[src/sv/gasp_pkg.sv]
package gasp_pkg;
  localparam int MaxGlyphs = 64;
  localparam int MaxSide = 4096;
  localparam int StartSide = 32;
  localparam int IdxW = 6;
  localparam int CntW = 7;
  localparam int SideW = 13;
  localparam int CoordW = 12;
  localparam int AccW = 14;

  typedef enum logic [8:0] {
    ST_LOAD     = 9'b0_0000_0001,
    ST_SORT_KEY = 9'b0_0000_0010,
    ST_SORT_RD  = 9'b0_0000_0100,
    ST_SORT_CMP = 9'b0_0000_1000,
    ST_SORT_WR  = 9'b0_0001_0000,
    ST_PK_RD    = 9'b0_0010_0000,
    ST_PK_WAIT  = 9'b0_0100_0000,
    ST_PK_STEP  = 9'b0_1000_0000,
    ST_PK_EMIT  = 9'b1_0000_0000
  } state_t;
endpackage

[src/sv/gasp_ram.sv]
module gasp_ram #(
  parameter int Width = 8,
  parameter int Depth = 64
) (
  input  logic                     clk,
  input  logic                     we,
  input  logic [$clog2(Depth)-1:0] waddr,
  input  logic [Width-1:0]         wdata,
  input  logic [$clog2(Depth)-1:0] raddr,
  output logic [Width-1:0]         rdata
);
  logic [Width-1:0] mem [Depth];

  always_ff @(posedge clk) begin
    if (we) begin
      mem[waddr] <= wdata;
    end
    rdata <= mem[raddr];
  end
endmodule

[src/sv/glyph_atlas_shelf_packer.sv]
// glyph_atlas_shelf_packer
// Input channel: drive in_glyph_width, in_glyph_height and in_last_glyph with
// start high; a request is taken when start is high and busy is low. Loading
// takes one request per cycle with no result. Beyond 64 held rectangles the
// sizes are dropped, but a last mark still starts packing.
// The request marked last raises busy. The block then sorts the rectangles by
// height (stable insertion sort through one shared compare unit), then packs
// them with combinational fit adders and comparators, moving to a new shelf
// or growing the atlas where a rectangle does not fit. Each placement appears
// for one cycle with out_valid high; the receiver cannot stall the block. The
// last one carries out_last_result, and busy falls in that same cycle.
// Config: cfg_we with cfg_padding writes the padding register; the user must
// do so only while idle, which the block does not enforce. Reset (rst_n low,
// synchronous) clears the count, the sequencer and sets padding to 1;
// the size stores are not cleared.
module glyph_atlas_shelf_packer
  import gasp_pkg::*;
(
  input  logic              clk,
  input  logic              rst_n,
  input  logic              start,
  output logic              busy,
  input  logic [7:0]        in_glyph_width,
  input  logic [7:0]        in_glyph_height,
  input  logic              in_last_glyph,
  input  logic              cfg_we,
  input  logic [3:0]        cfg_padding,
  output logic              out_valid,
  output logic [IdxW-1:0]   out_glyph_number,
  output logic [CoordW-1:0] out_pos_x,
  output logic [CoordW-1:0] out_pos_y,
  output logic [SideW-1:0]  out_atlas_width,
  output logic [SideW-1:0]  out_atlas_height,
  output logic              out_overflow,
  output logic              out_last_result
);
  state_t state_r, state_nxt;
  logic [3:0] pad_r;
  logic [CntW-1:0] cnt_r, cnt_nxt;
  logic [CntW-1:0] i_r, i_nxt;
  logic [CntW-1:0] j_r, j_nxt;
  logic [7:0] keyh_r, keyh_nxt;
  logic [AccW-1:0] x_r, x_nxt, y_r, y_nxt, xend_r, xend_nxt, xst_r, xst_nxt;
  logic [AccW-1:0] yend_r, yend_nxt, ystep_r, ystep_nxt;
  logic [SideW-1:0] wd_r, wd_nxt, ht_r, ht_nxt;
  logic ovf_r, ovf_nxt;
  logic [IdxW-1:0] g_r, g_nxt;

  // memories
  logic h_we, w_we, o_we;
  logic [IdxW-1:0] hw_waddr, h_raddr, w_raddr, o_waddr, o_raddr;
  logic [7:0] h_rdata, w_rdata;
  logic [IdxW-1:0] o_wdata, o_rdata;

  gasp_ram #(.Width(8), .Depth(MaxGlyphs)) u_h (
    .clk, .we(h_we), .waddr(hw_waddr), .wdata(in_glyph_height),
    .raddr(h_raddr), .rdata(h_rdata));
  gasp_ram #(.Width(8), .Depth(MaxGlyphs)) u_w (
    .clk, .we(w_we), .waddr(hw_waddr), .wdata(in_glyph_width),
    .raddr(w_raddr), .rdata(w_rdata));
  gasp_ram #(.Width(IdxW), .Depth(MaxGlyphs)) u_o (
    .clk, .we(o_we), .waddr(o_waddr), .wdata(o_wdata),
    .raddr(o_raddr), .rdata(o_rdata));

  logic take;
  assign busy = (state_r != ST_LOAD);
  assign take = start && !busy;
  assign hw_waddr = cnt_r[IdxW-1:0];
  assign h_we = take && (cnt_r < CntW'(MaxGlyphs));
  assign w_we = h_we;

  // shared fit arithmetic
  logic [AccW-1:0] gwp, ghp, xa, ya, ysa, xsa;
  logic fit_x, fit_y, fit_ys, fit_xs;
  assign gwp = AccW'(w_rdata) + AccW'(pad_r);
  assign ghp = AccW'(h_rdata) + AccW'(pad_r);
  assign xa = x_r + gwp;
  assign ya = y_r + ghp;
  assign ysa = ystep_r + ghp;
  assign xsa = xst_r + gwp;
  assign fit_x = xa <= AccW'(wd_r);
  assign fit_y = ya <= AccW'(ht_r);
  assign fit_ys = ysa <= AccW'(ht_r);
  assign fit_xs = xsa <= AccW'(wd_r);

  logic [CntW-1:0] jm1, jm2, i1;
  assign jm1 = j_r - CntW'(1);
  assign jm2 = j_r - CntW'(2);
  assign i1 = i_r + CntW'(1);

  always_comb begin
    state_nxt = state_r;
    cnt_nxt = cnt_r;
    i_nxt = i_r;
    j_nxt = j_r;
    keyh_nxt = keyh_r;
    x_nxt = x_r; y_nxt = y_r; xend_nxt = xend_r; xst_nxt = xst_r;
    yend_nxt = yend_r; ystep_nxt = ystep_r;
    wd_nxt = wd_r; ht_nxt = ht_r; ovf_nxt = ovf_r; g_nxt = g_r;
    h_raddr = g_r;
    w_raddr = g_r;
    o_raddr = jm1[IdxW-1:0];
    o_we = 1'b0;
    o_waddr = j_r[IdxW-1:0];
    o_wdata = i_r[IdxW-1:0];
    unique case (state_r)
      ST_LOAD: begin
        if (take) begin
          if (cnt_r < CntW'(MaxGlyphs)) begin
            cnt_nxt = cnt_r + CntW'(1);
          end
          if (in_last_glyph) begin
            i_nxt = '0;
            j_nxt = '0;
            state_nxt = ST_SORT_WR;
          end
        end
      end
      // insertion: key = i, shift while h[o[j-1]] < h[key]
      ST_SORT_WR: begin
        o_we = 1'b1;
        if (i1 >= cnt_r) begin
          i_nxt = '0;
          x_nxt = AccW'(pad_r); y_nxt = AccW'(pad_r);
          xend_nxt = '0; xst_nxt = AccW'(pad_r);
          yend_nxt = AccW'(pad_r); ystep_nxt = '0;
          wd_nxt = SideW'(StartSide); ht_nxt = SideW'(StartSide);
          ovf_nxt = 1'b0;
          state_nxt = ST_PK_RD;
        end else begin
          i_nxt = i1;
          j_nxt = i1;
          h_raddr = i1[IdxW-1:0];
          state_nxt = ST_SORT_KEY;
        end
      end
      ST_SORT_KEY: begin
        keyh_nxt = h_rdata;
        state_nxt = ST_SORT_RD;
      end
      ST_SORT_RD: begin
        h_raddr = o_rdata;
        g_nxt = o_rdata;
        state_nxt = ST_SORT_CMP;
      end
      ST_SORT_CMP: begin
        if (h_rdata < keyh_r) begin
          o_we = 1'b1;
          o_wdata = g_r;
          j_nxt = jm1;
          if (jm1 == '0) begin
            state_nxt = ST_SORT_WR;
          end else begin
            o_raddr = jm2[IdxW-1:0];
            state_nxt = ST_SORT_RD;
          end
        end else begin
          state_nxt = ST_SORT_WR;
        end
      end
      ST_PK_RD: begin
        o_raddr = i_r[IdxW-1:0];
        state_nxt = ST_PK_WAIT;
      end
      ST_PK_WAIT: begin
        g_nxt = o_rdata;
        h_raddr = o_rdata;
        w_raddr = o_rdata;
        state_nxt = ST_PK_STEP;
      end
      ST_PK_STEP: begin
        if (ovf_r) begin
          state_nxt = ST_PK_EMIT;
        end else if (fit_x && fit_y) begin
          x_nxt = xa;
          if (ya > ystep_r) ystep_nxt = ya;
          if (xa > xend_r) xend_nxt = xa;
          if (((ya > ystep_r) ? ya : ystep_r) > yend_r) begin
            yend_nxt = (ya > ystep_r) ? ya : ystep_r;
          end
          state_nxt = ST_PK_EMIT;
        end else if (!fit_x && fit_ys && fit_xs) begin
          x_nxt = xst_r;
          y_nxt = ystep_r;
        end else if (wd_r <= ht_r) begin
          if ({wd_r, 1'b0} > (SideW + 1)'(MaxSide)) begin
            ovf_nxt = 1'b1;
          end else begin
            xst_nxt = xend_r; x_nxt = xend_r;
            y_nxt = AccW'(pad_r); ystep_nxt = AccW'(pad_r);
            wd_nxt = {wd_r[SideW-2:0], 1'b0};
          end
        end else begin
          if ({ht_r, 1'b0} > (SideW + 1)'(MaxSide)) begin
            ovf_nxt = 1'b1;
          end else begin
            x_nxt = AccW'(pad_r); xst_nxt = AccW'(pad_r);
            y_nxt = yend_r;
            ht_nxt = {ht_r[SideW-2:0], 1'b0};
          end
        end
      end
      ST_PK_EMIT: begin
        i_nxt = i1;
        if (i1 >= cnt_r) begin
          cnt_nxt = '0;
          state_nxt = ST_LOAD;
        end else begin
          o_raddr = i1[IdxW-1:0];
          state_nxt = ST_PK_WAIT;
        end
      end
      default: state_nxt = ST_LOAD;
    endcase
  end

  // emitted placement: previous x/y before the advance
  logic [AccW-1:0] px_r, py_r;
  always_ff @(posedge clk) begin
    if (state_r == ST_PK_STEP && !ovf_r && fit_x && fit_y) begin
      px_r <= x_r;
      py_r <= y_r;
    end else if (state_r == ST_PK_STEP) begin
      px_r <= '0;
      py_r <= '0;
    end
  end

  always_ff @(posedge clk) begin
    if (!rst_n) begin
      state_r <= ST_LOAD;
      pad_r <= 4'd1;
      cnt_r <= '0;
      i_r <= '0;
      j_r <= '0;
      ovf_r <= 1'b0;
      out_valid <= 1'b0;
    end else begin
      state_r <= state_nxt;
      if (cfg_we) pad_r <= cfg_padding;
      cnt_r <= cnt_nxt;
      i_r <= i_nxt;
      j_r <= j_nxt;
      ovf_r <= ovf_nxt;
      out_valid <= (state_r == ST_PK_EMIT);
    end
  end

  always_ff @(posedge clk) begin
    keyh_r <= keyh_nxt;
    x_r <= x_nxt; y_r <= y_nxt; xend_r <= xend_nxt; xst_r <= xst_nxt;
    yend_r <= yend_nxt; ystep_r <= ystep_nxt;
    wd_r <= wd_nxt; ht_r <= ht_nxt; g_r <= g_nxt;
    if (state_r == ST_PK_EMIT) begin
      out_glyph_number <= g_r;
      out_pos_x <= (px_r > AccW'(4095)) ? CoordW'(4095) : px_r[CoordW-1:0];
      out_pos_y <= (py_r > AccW'(4095)) ? CoordW'(4095) : py_r[CoordW-1:0];
      out_atlas_width <= wd_r;
      out_atlas_height <= ht_r;
      out_overflow <= ovf_r;
      out_last_result <= (i1 >= cnt_r);
    end
  end
endmodule
[config.mk]
export PLATFORM = sky130hd
export DESIGN_NAME = glyph_atlas_shelf_packer
export DESIGN_NICKNAME = d
export VERILOG_FILES = /design/src/sv/gasp_pkg.sv /design/src/sv/gasp_ram.sv /design/src/sv/glyph_atlas_shelf_packer.sv
export SDC_FILE = /design/constraint.sdc
export NUM_CORES = 2
export LEC_CHECK = 0
export BUFFER_PORTS_ARGS = -buffer_cell sky130_fd_sc_hd__buf_2
export CAP_MARGIN = 0
export CORE_AREA = 2 2 453 455
export DETAILED_ROUTE_END_ITERATION = 8
export DIE_AREA = 0 0 455 457
export SLEW_MARGIN = 15
export SYNTH_ARGS = -nofsm -noshare
export SYNTH_HDL_FRONTEND = slang
export SYNTH_SLANG_ARGS = --single-unit
[constraint.sdc]
create_clock -name clk -period 7.1 [get_ports clk]
set_input_delay 1.775 -clock clk [delete_from_list [all_inputs] [get_ports clk]]
set_output_delay 1.775 -clock clk [all_outputs]
set_load 0.02 [all_outputs]
* Word-level counts from Yosys, hierarchy flattened
Memory sizes are Yosys's and may differ from the RTL's. A register that Yosys moved wholly into a read port is not among the register bits. Cells that the tools add are included.
Storage, ports and cells: RAM bits 1408, input bits 25, bits in registers 246, word-level logic and storage cells 215, memories kept 3
Memories:
- u_h.mem | words 64, bits a word 8, rd ports 1, clocked after Yosys merged registers in 1, wr ports 1, RTL line gasp_ram.sv:12 | logic [Width-1:0] mem [Depth];
- u_w.mem | words 64, bits a word 8, rd ports 1, clocked after Yosys merged registers in 1, wr ports 1, RTL line gasp_ram.sv:12
- u_o.mem | words 64, bits a word 6, rd ports 1, clocked after Yosys merged registers in 1, wr ports 1, RTL line gasp_ram.sv:12
Operators by class: add/subtract/negate cells 10, multiplexer cells 93, reduce and logical (&&, ||, !) cells 31, $lt $le $gt $ge 15, equality and inequality tests 37
Operators by type and width (count):
- 2-to-1 mux 14 bit | 31
- one-hot mux 14 bit (2 select lines) | 6
- 2-to-1 mux 13 bit | 11
- one-hot mux 9 bit (9 select lines) | 1
- 2-to-1 mux 7 bit | 9
- adder 14 x 9 -> 14 bit | 4
- less-or-equal comparator 14 x 13 -> 1 bit | 4
- one-hot mux 13 bit (2 select lines) | 2
- 2-to-1 mux 6 bit | 8
- 2-to-1 mux 9 bit | 5
- greater-than comparator 14 bit | 3
- one-hot mux 7 bit (3 select lines) | 2
- inequality test 2 bit (second input constant) | 17
- greater-than comparator 14 x 12 -> 1 bit (second input constant) | 2
- greater-than comparator 14 x 13 -> 1 bit (second input constant) | 2
- AND reduction 7 bit | 3
- AND reduction 5 bit | 4
- adder 8 x 4 -> 9 bit | 2
- inequality test 3 bit (second input constant) | 6
- one-hot mux 6 bit (3 select lines) | 1
- adder 7 x 1 -> 7 bit (second input constant) | 2
- one-hot mux 7 bit (2 select lines) | 1
- less-or-equal comparator 13 bit | 1
- 2-to-1 mux 1 bit | 12
- other kinds (30) | 47

* Logic depth before layout (Yosys ltp)
depth after elaboration 10, gate-level depth with buffers 35

* Hierarchy
A second synthesis with hierarchy kept.
Second synthesis, totals: cell total of the unflattened synthesis 4092, area, all modules 70321.2 um^2
By module, submodules not included:
- gasp_ram (u_h) | area an instance 20190.6 um^2, instances 1, cells an instance 972, sequential area each 15534.9 um^2
- gasp_ram (u_w) | area an instance 20166.8 um^2, instances 1, cells an instance 940, sequential area each 15534.9 um^2
- gasp_ram (u_o) | area an instance 15225.9 um^2, instances 1, cells an instance 720, sequential area each 11651.2 um^2
- glyph_atlas_shelf_packer | area an instance 14737.9 um^2, instances 1, cells an instance 1460, sequential area each 6426.2 um^2

* Worst setup path after synthesis
OpenSTA, ideal clock, no wires.
kind reg2reg, from register pad_r[1], to register yend_r[0], enable pin, period minus slack after synthesis 6.934 ns, path slack 0.166 ns, required time 6.710 ns, stages on the path, launching flop included 34, setup time 0.390 ns, arrival 6.544 ns, cell sequence dfxtp_1 ha_1 a21o_1 a21oi_1 nor2b_1 o21ai_0 xnor2_1 ha_1 a21o_1 o21a_1 o21a_1 o21a_1 o2111ai_1 xnor2_1 ha_1 nand4_1 nor2_1 a21boi_0 o21ai_0 o21ai_1 clkbuf_1 mux2i_1 inv_1 ha_1 a21o_1 a21o_1 a21o_1 a21oi_1 nor2b_1 o21ai_0 nand2b_1 a221oi_1 a211o_1 a21oi_1
Between the ends: word-level cells in the longest chain between the ends 7, elaborated cells between the ends (all ways) 13, those cells by class 4 x add/sub; 4 x order compare; 2 x eq/ne; 1 x mux; 2 x reduce/logical
RTL lines:
- start: declaration | RTL line glyph_atlas_shelf_packer.sv:38 | logic [3:0] pad_r;
- start signal: assignment | RTL line glyph_atlas_shelf_packer.sv:240 | if (cfg_we) pad_r <= cfg_padding;
- adder 8 x 4 -> 9 bit | RTL line glyph_atlas_shelf_packer.sv:76 | assign ghp = AccW'(h_rdata) + AccW'(pad_r);
- adder 14 x 9 -> 14 bit | RTL line glyph_atlas_shelf_packer.sv:78 | assign ya = y_r + ghp;
- greater-than comparator 14 bit | RTL line glyph_atlas_shelf_packer.sv:178 | if (((ya > ystep_r) ? ya : ystep_r) > yend_r) begin
- 2-to-1 mux 14 bit
- greater-than comparator 14 bit | RTL line glyph_atlas_shelf_packer.sv:178
- inequality test 2 bit (no line)
- AND reduction 5 bit (no line) (*)
- end signal: assignment | RTL line glyph_atlas_shelf_packer.sv:252 | yend_r <= yend_nxt; ystep_r <= ystep_nxt;
- end: declaration | RTL line glyph_atlas_shelf_packer.sv:44 | logic [AccW-1:0] yend_r, yend_nxt, ystep_r, ystep_nxt;
Every way passes the cells marked *; elsewhere a longest branch is shown, timed or not. A chain may end at the register's enable or synchronous reset.

* Worst setup path after layout
from register pad_r[1], to register yend_r[10], enable pin
Same word-level chain as after synthesis.

==> key figures <==
Worst setup path
  • Critical Path Sink Type: flip-flop
  • Worst Reg-to-Reg Cells: 35
  • Largest stage delay, worst path: 0.33 ns
  • CP Class: reg2reg
  • Critical path peak fanout: 7
  • Worst Path Required: approximately 7.7 ns
  • Startpoint Class: flip-flop
  • Crit path arrival time: 7.31 ns
  • R2r setup slk: 0.38 ns
  • CP max stage cell: dfxtp_1
  • FF-to-FF End: yend_r[10]
  • Worst path most repeated cell: a21o_1
  • Crit Reg-Reg Startpoint: pad_r[1]

Placed design
  • Placed cell count: 7,744
  • Port buffer count: 74
  • Routability Congestion: 0.9050
  • Dpl hpwl: about 120 mm

Floorplanning
  • Die area: 207,900 um^2
  • Die H: between 400 and 500 um
  • Starting Density: 34.84%
  • FP Rows: 166
  • # IOs: 85
  • Core area: between 200,000 and 250,000 um^2
  • Die Span X: ~460 um

Synth
  • Multiplexer share of the synthesized area: 3.584%
  • Cells after Synth: around 5.1k
  • Main combinational cell family by area after synthesis: compound AO/OA/AOI/OAI gates
  • YS warnings: 0
  • EDFF count, synth: 1,598
  • Post-synth ARST share: 0%
  • #FFs+latches synth: roughly 1.7k
  • Top_reg_cell synth: edfxtp_1
  • Largest cells by area after synthesis: edfxtp_1, nand2_1, mux2i_1
  • Seq/Total Area, Yosys: between 60% and 70%
  • Synthesized area per cell: 13.96 um^2
  • Synth Area in Adders: roughly 2.8%
  • Cell taking the most area after synthesis: edfxtp_1
  • Cell variety after synth: slightly below 90
  • Post-synth top area share: between 60% and 70%
  • Simple-gate share of the synthesized area: 10.39%
  • XOR/XNOR share of the synthesized area: less than 1%
  • Cell area after synthesis: 70,840 um^2
  • Compound-Gate Fraction of Synth Area: approximately a tenth

Run status
  • Status: finished clean

Min path
  • Hold worst-path end: out_atlas_height[7]
  • Worst hold-check path type: reg2reg
  • Hold path start: ht_r[7]
  • Worst Hold Depth: 0

Layout
  • Final net count: 5,414
  • Most common cell after layout, fill and taps aside: edfxtp_1
  • Area Overhead vs Synth: 13.88%
  • Commonest cells after routing, fill and taps aside: edfxtp_1, nand2_1, a211oi_1, nor2_1, mux2i_1
  • Share of cells above drive strength 1: 11.28%
  • Post-Layout Cell Count: 8,059

Clocking
  • Clock transition at path regs: about 0.060 ns
  • Clk buf depth: 3
  • CTS buffer count: 170
  • Clock Latency Late Sink: 0.83 ns
  • Hold_buf cts: 0
  • H-tree levels: 4
  • Root Driver: clkbuf_16
  • CTS sink cnt: around 1.7k
  • CTS tree: built

Detailed routing
  • DRT antenna net count: 0
  • Initial DRC Count: 4,433
  • Wire per inst: 23.32 um
  • DRC violations left: 0
  • Routed vias: 43.98k
  • Post-Route WL: 188.0 mm
  • Mean number of vias per cell: 5.457
  • Drt pass-1 iters: 6

STA
  • Relative slew slack: 16.37%
  • Fin crit period: around 6.7 ns
  • Final Skew: 0.1041 ns
  • Slew Limit Fails: 0
  • Maximum clock frequency: 0.1487 GHz
  • Sum of negative setup slack: 0 ns
  • Final Hold Fails: 0
  • Finish-stage setup viols: 0
  • Worst Max-Slew Pin Slew: 1.250 ns
  • Fin crit share: between 90% and 100%
  • RSZ-0062 raised after global routing: no

Global routing
  • Pin count of the biggest net entering global routing: 136
  • Vias in the first global route: around 43k
  • Wire length of the first global-routing pass: between 200 and 300 mm
  • Total congestion overflow: 0
  • Gr usage total: 17.77%
  • Initial antenna violation count: 6

Power and ir drop
  • Peak supply drop: 0.0002668 V
  • Total power draw: 22,510 uW
  • Leak Pwr: 0.02739 uW
  • PwrDens: approximately 280 nW/um^2

Run
  • Max Cap Viol: 0
==> worst max-delay path by stage <==
stage | start | to | slack (ns) | cells past startpoint
global placement | pad_r[0] | yend_r[7] | 0.17 | 35
floorplan | pad_r[1] | yend_r[0] | 0.17 | 33
detailed placement | pad_r[0] | yend_r[7] | 0.13 | 35
CTS | u_h.rdata[1] | yend_r[11] | 0.09 | 35
finish | pad_r[1] | yend_r[10] | 0.38 | 35
global route | pad_r[0] | ystep_r[11] | 0.01 | 28
==> timing repair <==
| item | in CTS | in global routing |
|---|---|---|
| endpoints found under the hold margin | 0 | 0 |
| gates resized for setup | 0 | 21 |
| setup buffers | 0 | 3 |
| endpoints found under the setup margin | 0 | 32 |
==> stage by stage <==
step           util, %  setup slack (ns)  hold WS, ns  instance area (um^2)
2_1_floorplan        -            0.1660       0.4180                 70870
3_3_place_gp     36.95            0.1667       0.4401                 75130
3_5_place_dp     36.95            0.1284       0.4362                 75140
4_1_cts          39.61           0.08524       0.4501                 80550
5_1_grt          39.67           0.01195       0.4827                 80670
6_report         39.67            0.3767       0.4491                 80670
==> layout make-up <==
class                           instances  area, um^2
Clock buffer                          200        4428
Inverter                              129       488.0
Timing Repair Buffer                  276        2042
Multi-Input combinational cell       2999       20200
Antenna cell                            6       15.01
Clock inverter                        105       982.2
Tap cell                             2688        3363
Fill cell                           18698      122700
Sequential cell                      1656       49150
==> routing by layer <==
metal / GRT usage, % / vias up / share of wire (%)
li1: - / 19931 / -
met1: 24.96 / 22108 / 44
met2: 28.02 / 1664 / 46
met3: 3.284 / 276 / 7.4
met4: 5.089 / 2 / 2.6
met5: 0 / - / 0.014
==> cell families (layout without fill, tap and decap cells) <==
kind of cell    Yosys count  after routing
simple gates           1517           1517
flops                  1656           1656
compound gates          991            991
other cells               1             16
mux                     252            252
buf+inv                 428            710
xor+xnor                 72             72
fa+ha+maj               157            157
==> power breakdown <==
part / switching, uW / leakage, uW / internal, uW
logic: 2020 / 0.00982 / 930
registers: 117 / 0.0150 / 10800
clock network: 3830 / 0.00262 / 4820
==> synthesized netlist by cell type, types with 11 or more instances <==
master,count
edfxtp_1,1598
nand2_1,669
a211oi_1,275
nor2_1,266
mux2i_1,241
clkbuf_1,210
ha_1,151
and2_1,133
a32oi_1,130
inv_1,126
and3_1,113
a21oi_1,108
a31oi_1,94
a311oi_1,87
o21ai_0,81
nand3_1,63
dfxtp_1,58
nand4_1,55
xnor2_1,51
buf_2,42
nor3_1,40
a21o_1,38
or3_1,36
nor4_1,29
o221ai_1,29
nor2b_1,28
buf_4,25
xor2_1,21
buf_1,20
and2_0,17
nor4_4,16
a2111oi_0,13
o21a_1,13
a211o_1,12
a21boi_0,12
nand2b_1,12
o2111ai_1,11
==> sequential cells by signal, indices dropped and copies added (netlist names), 7 cells and up <==
register / count
state_r: 9
out_pos_x: 12
u_w.mem: 512
y_r: 14
x_r: 14
u_w.rdata: 8
yend_r: 14
out_atlas_width: 8
ht_r: 8
j_r: 7
out_pos_y: 12
keyh_r: 8
py_r: 14
xend_r: 14
ystep_r: 14
u_o.mem: 384
xst_r: 14
out_atlas_height: 8
px_r: 14
u_h.rdata: 8
u_h.mem: 512
wd_r: 8
cnt_r: 7
i_r: 7
==> worst max-delay path: cells and delay by family, from the launching register on <==
family,cells,cell delay (ns)
fa+ha+maj,4,1.03
compound gates,21,3.78
buf+inv,4,0.60
xor+xnor,1,0.15
flops,1,0.33
mux,1,0.22
simple gates,4,0.37
Power figures use the tool's default switching activity.
